[src/hw/rtl/rk4dv_pkg.sv]
// rk4dv_pkg: types, constants and helper functions shared by the RK4 damped
// velocity step block. No dependencies.
package rk4dv_pkg;

    localparam int FRACTION_BITS = 24;
    localparam int WORD_W        = 32;
    localparam int DT_W          = 24;
    localparam int COEF_W        = 24;
    localparam int DT_FRAC       = 24;
    localparam int COEF_FRAC     = 16;
    localparam int PROD_W        = DT_W + 1 + WORD_W;
    localparam int WIDE_W        = 64;
    localparam int SUM_W         = 36;
    localparam int INDEX_W       = 8;
    localparam int DIGIT_W       = 6;
    localparam int DIGITS        = SUM_W / DIGIT_W;
    localparam int DIV_CNT_W     = 3;

    // 1.0 in state format, clamped when it does not fit
    localparam logic signed [WORD_W-1:0] ONE_RAW =
        (FRACTION_BITS >= 31) ? 32'sh7FFF_FFFF : WORD_W'(64'd1 << FRACTION_BITS);

    localparam logic [DT_W-1:0]            STEP_SIZE_RST = 24'd167772;
    localparam logic [COEF_W-1:0]          RATE_COEF_RST = 24'd3276800;
    localparam logic signed [WORD_W-1:0]   INIT_VEL_RST  = '0;

    // divide-by-six bias: n + 3*2^34 keeps the dividend non-negative
    localparam logic [SUM_W-1:0] DIV_OFFSET = 36'hC_0000_0000;
    localparam logic [SUM_W-1:0] DIV_BIAS   = 36'h4_0000_0000;

    localparam logic signed [WIDE_W-1:0] S32_MAX = 64'sh0000_0000_7FFF_FFFF;
    localparam logic signed [WIDE_W-1:0] S32_MIN = 64'shFFFF_FFFF_8000_0000;

    typedef enum logic [INDEX_W-1:0] {
        REG_STEP_SIZE = 8'd0,
        REG_RATE_COEF = 8'd1,
        REG_INIT_POS  = 8'd2,
        REG_INIT_VEL  = 8'd3
    } cfg_reg_t;

    typedef enum logic [3:0] {
        ST_IDLE,
        ST_MUL_F,
        ST_MUL_X,
        ST_MUL_V,
        ST_UPDATE,
        ST_DIV_GO,
        ST_DIV_WAIT,
        ST_FINAL,
        ST_OUT
    } state_t;

    typedef enum logic [1:0] {
        MUL_NONE,
        MUL_F,
        MUL_X,
        MUL_V
    } mul_op_t;

    typedef struct packed {
        mul_op_t           op;
        logic [DT_W-1:0]   a;
        logic [WORD_W-1:0] b;
    } mul_req_t;

    typedef struct packed {
        mul_op_t           op;
        logic [WORD_W-1:0] value;
        logic              sat;
    } mul_rsp_t;

    typedef struct packed {
        logic              start;
        logic [SUM_W-1:0]  sx;
        logic [SUM_W-1:0]  sv;
    } div_req_t;

    typedef struct packed {
        logic              done;
        logic [WORD_W-1:0] qx;
        logic [WORD_W-1:0] qv;
    } div_rsp_t;

    typedef struct packed {
        logic [WORD_W-1:0] value;
        logic              flag;
    } sat_t;

    function automatic sat_t sat32(input logic signed [WIDE_W-1:0] a);
        sat_t r;
        if (a > S32_MAX)
        begin
            r.value = S32_MAX[WORD_W-1:0];
            r.flag  = 1'b1;
        end
        else if (a < S32_MIN)
        begin
            r.value = S32_MIN[WORD_W-1:0];
            r.flag  = 1'b1;
        end
        else
        begin
            r.value = a[WORD_W-1:0];
            r.flag  = 1'b0;
        end
        return r;
    endfunction

    function automatic logic signed [WIDE_W-1:0] sext32(input logic [WORD_W-1:0] v);
        return $signed({{(WIDE_W-WORD_W){v[WORD_W-1]}}, v});
    endfunction

endpackage

[src/hw/rtl/rk4dv_div6.sv]
// rk4dv_div6: floor division of two signed sums by six, one radix-64 digit
// per cycle for both lanes. Depends on rk4dv_pkg.
module rk4dv_div6
(
    input  logic                clk,
    input  logic                rst_n,
    input  rk4dv_pkg::div_req_t req,
    output rk4dv_pkg::div_rsp_t rsp
);

    logic                                  busy_reg;
    logic                                  done_reg;
    logic [rk4dv_pkg::DIV_CNT_W-1:0]       cnt_reg;
    logic [rk4dv_pkg::SUM_W-1:0]           mx_reg, mv_reg;
    logic [rk4dv_pkg::SUM_W-1:0]           qx_reg, qv_reg;
    logic [1:0]                            rx_reg, rv_reg;
    logic [rk4dv_pkg::SUM_W-1:0]           mx_init, mv_init;
    logic [rk4dv_pkg::DIGIT_W+1:0]         stx, stv;
    logic [rk4dv_pkg::SUM_W-1:0]           qx_fix, qv_fix;

    // one digit of a divide by three: {quotient digit, remainder}
    function automatic logic [rk4dv_pkg::DIGIT_W+1:0] div3_step(
        input logic [1:0]                    rem,
        input logic [rk4dv_pkg::DIGIT_W-1:0] dig);
        logic [7:0]  val;
        logic [15:0] pq;
        logic [5:0]  qd;
        logic [7:0]  r;
        val = {rem, dig};
        pq  = {8'd0, val} * 16'd171;   // 171/512 ~ 1/3, exact for val < 192
        qd  = pq[14:9];
        r   = val - {1'b0, qd, 1'b0} - {2'd0, qd};
        return {qd, r[1:0]};
    endfunction

    // floor(s/6) = floor(floor(s/2)/3); add 3*2^34 so the dividend is positive
    assign mx_init = {req.sx[rk4dv_pkg::SUM_W-1], req.sx[rk4dv_pkg::SUM_W-1:1]}
                     + rk4dv_pkg::DIV_OFFSET;
    assign mv_init = {req.sv[rk4dv_pkg::SUM_W-1], req.sv[rk4dv_pkg::SUM_W-1:1]}
                     + rk4dv_pkg::DIV_OFFSET;

    assign stx = div3_step(rx_reg, mx_reg[rk4dv_pkg::SUM_W-1 -: rk4dv_pkg::DIGIT_W]);
    assign stv = div3_step(rv_reg, mv_reg[rk4dv_pkg::SUM_W-1 -: rk4dv_pkg::DIGIT_W]);

    always_ff @(posedge clk or negedge rst_n)
    begin
        if (!rst_n)
        begin
            busy_reg <= 1'b0;
            done_reg <= 1'b0;
            cnt_reg  <= '0;
        end
        else
        begin
            done_reg <= 1'b0;
            if (req.start)
            begin
                busy_reg <= 1'b1;
                cnt_reg  <= '0;
            end
            else if (busy_reg)
            begin
                if (cnt_reg == rk4dv_pkg::DIV_CNT_W'(rk4dv_pkg::DIGITS - 1))
                begin
                    busy_reg <= 1'b0;
                    done_reg <= 1'b1;
                end
                cnt_reg <= cnt_reg + 1'b1;
            end
        end
    end

    always_ff @(posedge clk)
    begin
        if (req.start)
        begin
            mx_reg <= mx_init;
            mv_reg <= mv_init;
            rx_reg <= 2'd0;
            rv_reg <= 2'd0;
        end
        else if (busy_reg)
        begin
            mx_reg <= mx_reg << rk4dv_pkg::DIGIT_W;
            mv_reg <= mv_reg << rk4dv_pkg::DIGIT_W;
            qx_reg <= {qx_reg[rk4dv_pkg::SUM_W-rk4dv_pkg::DIGIT_W-1:0],
                       stx[rk4dv_pkg::DIGIT_W+1:2]};
            qv_reg <= {qv_reg[rk4dv_pkg::SUM_W-rk4dv_pkg::DIGIT_W-1:0],
                       stv[rk4dv_pkg::DIGIT_W+1:2]};
            rx_reg <= stx[1:0];
            rv_reg <= stv[1:0];
        end
    end

    assign qx_fix   = qx_reg - rk4dv_pkg::DIV_BIAS;
    assign qv_fix   = qv_reg - rk4dv_pkg::DIV_BIAS;
    assign rsp.done = done_reg;
    assign rsp.qx   = qx_fix[rk4dv_pkg::WORD_W-1:0];
    assign rsp.qv   = qv_fix[rk4dv_pkg::WORD_W-1:0];

endmodule

[config.mk]
export PLATFORM = sky130hd
export DESIGN_NAME = rk4dv_div6
export DESIGN_NICKNAME = d
export VERILOG_FILES = /design/src/hw/rtl/rk4dv_pkg.sv /design/src/hw/rtl/rk4dv_div6.sv
export SDC_FILE = /design/constraint.sdc
export NUM_CORES = 1
export LEC_CHECK = 0
export BUFFER_PORTS_ARGS = -buffer_cell sky130_fd_sc_hd__buf_2
export CELL_PAD_IN_SITES_DETAIL_PLACEMENT = 2
export CELL_PAD_IN_SITES_GLOBAL_PLACEMENT = 2
export CORE_ASPECT_RATIO = 1.5
export CORE_MARGIN = 2
export CORE_UTILIZATION = 27
export DETAILED_ROUTE_END_ITERATION = 8
export PLACE_DENSITY = 0.67
export SYNTH_ARGS = -nofsm -noshare
export SYNTH_HDL_FRONTEND = slang
export SYNTH_SLANG_ARGS = --single-unit
[constraint.sdc]
create_clock -name clk -period 4.5 [get_ports clk]
set_input_delay 0.45 -clock clk [delete_from_list [all_inputs] [get_ports clk]]
set_output_delay 0.45 -clock clk [all_outputs]
set_load 0.02 [all_outputs]
==> run summary <==
TritonRoute pass-1 iters: 4
H-tree levels: 4
Final setup fails: 0
Worst path cell trace: ha_1, fa_1, fa_1, fa_1, ha_1, a21oi_2, o211ai_2, o21a_1, a2111o_1, a31oi_1, xnor2_1
Vias per cell: 4.46
Crit-path leading delay family: adder cells
Synth Flop Type: edfxtp_1
Initial Util: 27.2%
CP endpoint kind: flip-flop
Clk buf depth: 2
Maximum VDD drop: 349 uV
Number of clock sinks: 145
Mapped Avg Cell Area: 15.9 sq um
Worst EP required: 4670 ps
Post-synthesis sequential area ratio: 58.4%
FMAX: 239 MHz
Yosys top cell area share: 55.6%
Vias after detailed routing: 4306
Tot GR Track Use: 11.4%
Syn nets: 640
CP Max Fanout: 5
Synth unique cells: 47
Buf/Inv on CP: 0
Die area: 0.0286 sq mm
Clock skew: 8.14 ps
Slew Viols, Final: 0
Initial antenna violation count: 2
Max cap viols: 0
Max-slew headroom: 27.6%
Reg clk slew, reported paths: 60 ps
Routed wire per std cell: 16.1 um
R2R setup slack: 320 ps
# diodes: 0
P per Cell Area: 703 mW/mm^2
Mapped cell area: 0.00735 sq mm
# rows: 74
Min Tclk post-route: 4180 ps
Clk_lat worst skew: 420 ps
Worst path max stage delay: 550 ps
Synth warn: 0
CP max stage cell: fa_1
Synth top area cells: edfxtp_1 56%, ha_1 14%, mux2_2 8.7%
Clock Tree Root: clkbuf_16
CTS tree: yes
Core ar.: 0.0270 sq mm
RSZ-0062 raised after global routing: false
Setup_tns: 0 ps
Initial DRC count: 96
First-pass GRT wire length: 25800 um
Syn Inst Count: 461
Gpl congestion: 0.748
Final nets: 789
Most common cell after layout, fill and taps aside: buf_2
Post-synth ARST share: 3.45%
Fillers: 2832
Status: finished clean
Finished Core Util: 33.2%
Seq cells post-synth: 145
Critical path class: reg -> reg
Cell accounting for the most synthesized area: edfxtp_1
Critical Path AT: 4350 ps
Number of synthesized flops with an enable pin: 136
CTS Buf Count: 17
P_leak: 3.87 nW
I/O Buffers: 137
I/O pin total: 140
Worst Hold Class: in -> reg
Final antenna-violating net count: 0
Most frequent cells in the layout: 137 x buf_2, 136 x edfxtp_1, 82 x ha_1
Die X: 139 um
Total gr overflow: 0
Share of cells above drive strength 1: 38.4%
Largest net degree at the start of global routing: 78
Post-DP HPWL: 11800 um
Worst-Margin Slew: 1090 ps
Post-route DRC: 0
Vias in the first global route: 4953
Period utilization: 92.9%
Layout area overhead: 22.4%
Critical path's most frequent cell: fa_1
Final hold violation count: 0
Worst setup SP type: flip-flop
Die Height: 206 um
Final wirelength: 15500 um
synth_stat cells, types with 4 or more instances:
cell,count
edfxtp_1,136
ha_1,82
mux2_2,57
inv_1,34
fa_1,22
xnor2_1,14
and2_1,13
nor2_1,13
o21ai_0,8
clkbuf_1,7
nand2_1,6
xor2_1,6
a211oi_1,5
a21oi_1,5
dfrtp_1,5
a21o_1,4
dfxtp_1,4
path summary, 6_finish.rpt:
check | from | endpoint | cells after the start
hold reg to reg | qx_reg[12]$_DFFE_PP_ | qx_reg[18]$_DFFE_PP_ | 0
hold / removal | req[72] | rv_reg[0]$_SDFFE_PP0P_ | 2
max in group asynchronous | rst_n | busy_reg$_DFF_PN0_ | 2
min in group asynchronous | rst_n | done_reg$_DFF_PN0_ | 2
setup reg to reg | mv_reg[31]$_DFFE_PP_ | qv_reg[5]$_DFFE_PP_ | 11
setup / recovery | mv_reg[31]$_DFFE_PP_ | qv_reg[5]$_DFFE_PP_ | 11
cells by family (layout without fill, tap and decap cells):
group | count (synthesis) | in the layout | synth area share [%]
flops | 145 | 145 | 58.4
fa+ha+maj | 104 | 104 | 20.0
mux | 59 | 59 | 9.01
simple gates | 50 | 50 | 3.76
buf+inv | 45 | 207 | 2.59
compound gates | 37 | 37 | 3.59
xor+xnor | 21 | 21 | 2.69
worst reg2reg max path: stages (launching register included):
cell      delay, ps
edfxtp_1        480
ha_1            380
fa_1            550
fa_1            450
fa_1            500
ha_1            350
a21oi_2         140
o211ai_2        110
o21a_1          240
a2111o_1        450
a31oi_1         210
xnor2_1          80
power by group:
part / internal [mW] / switching, mW
logic: 1.36 / 1.59
registers: 1.87 / 0.150
clock network: 0.769 / 0.584
total: 3.99 / 2.32
area by class of cell:
| class | count | area [sq um] | share of cell area, % |
|---|---|---|---|
| clock buffers | 18 | 429 | 4.77 |
| clock inverters | 14 | 130 | 1.45 |
| inverters | 34 | 128 | 1.42 |
| multi-input cells | 271 | 2870 | 31.9 |
| flip-flops and latches | 145 | 4290 | 47.7 |
| well taps | 342 | 428 | 4.76 |
| repair buffers | 141 | 718 | 7.99 |
stage by stage:
step / power, mW / area [sq um] / worst slack (ps) / instances / hold slack (ps)
final: 6.32 / 8990 / 321 / 965 / 246
after global routing: 6.93 / 8990 / 21.0 / 965 / 238
after CTS: 6.47 / 8990 / 257 / 965 / 224
after detailed placement: 5.05 / 8420 / 286 / 932 / 270
after global placement: 4.90 / 8420 / 321 / 932 / 262
after floorplan: 4.25 / 7350 / 536 / 461 / 154
what timing repair did:
| action | CTS | global route |
|---|---|---|
| hold buffers | 1 | 0 |
| resized for setup | 0 | 0 |
| endpoints found under the hold margin | 5 | 0 |
| buffers inserted | 0 | 0 |
per-layer routing:
metal  GRT usage (%)  up-vias  routed length [um]
li1                -     2011                   -
met1            12.7     2134                6230
met2            20.2      140                7970
met3            3.87       19                1150
met4            4.22        2                 192
met5               0        -                  16
(Power assumes the default switching activity.)
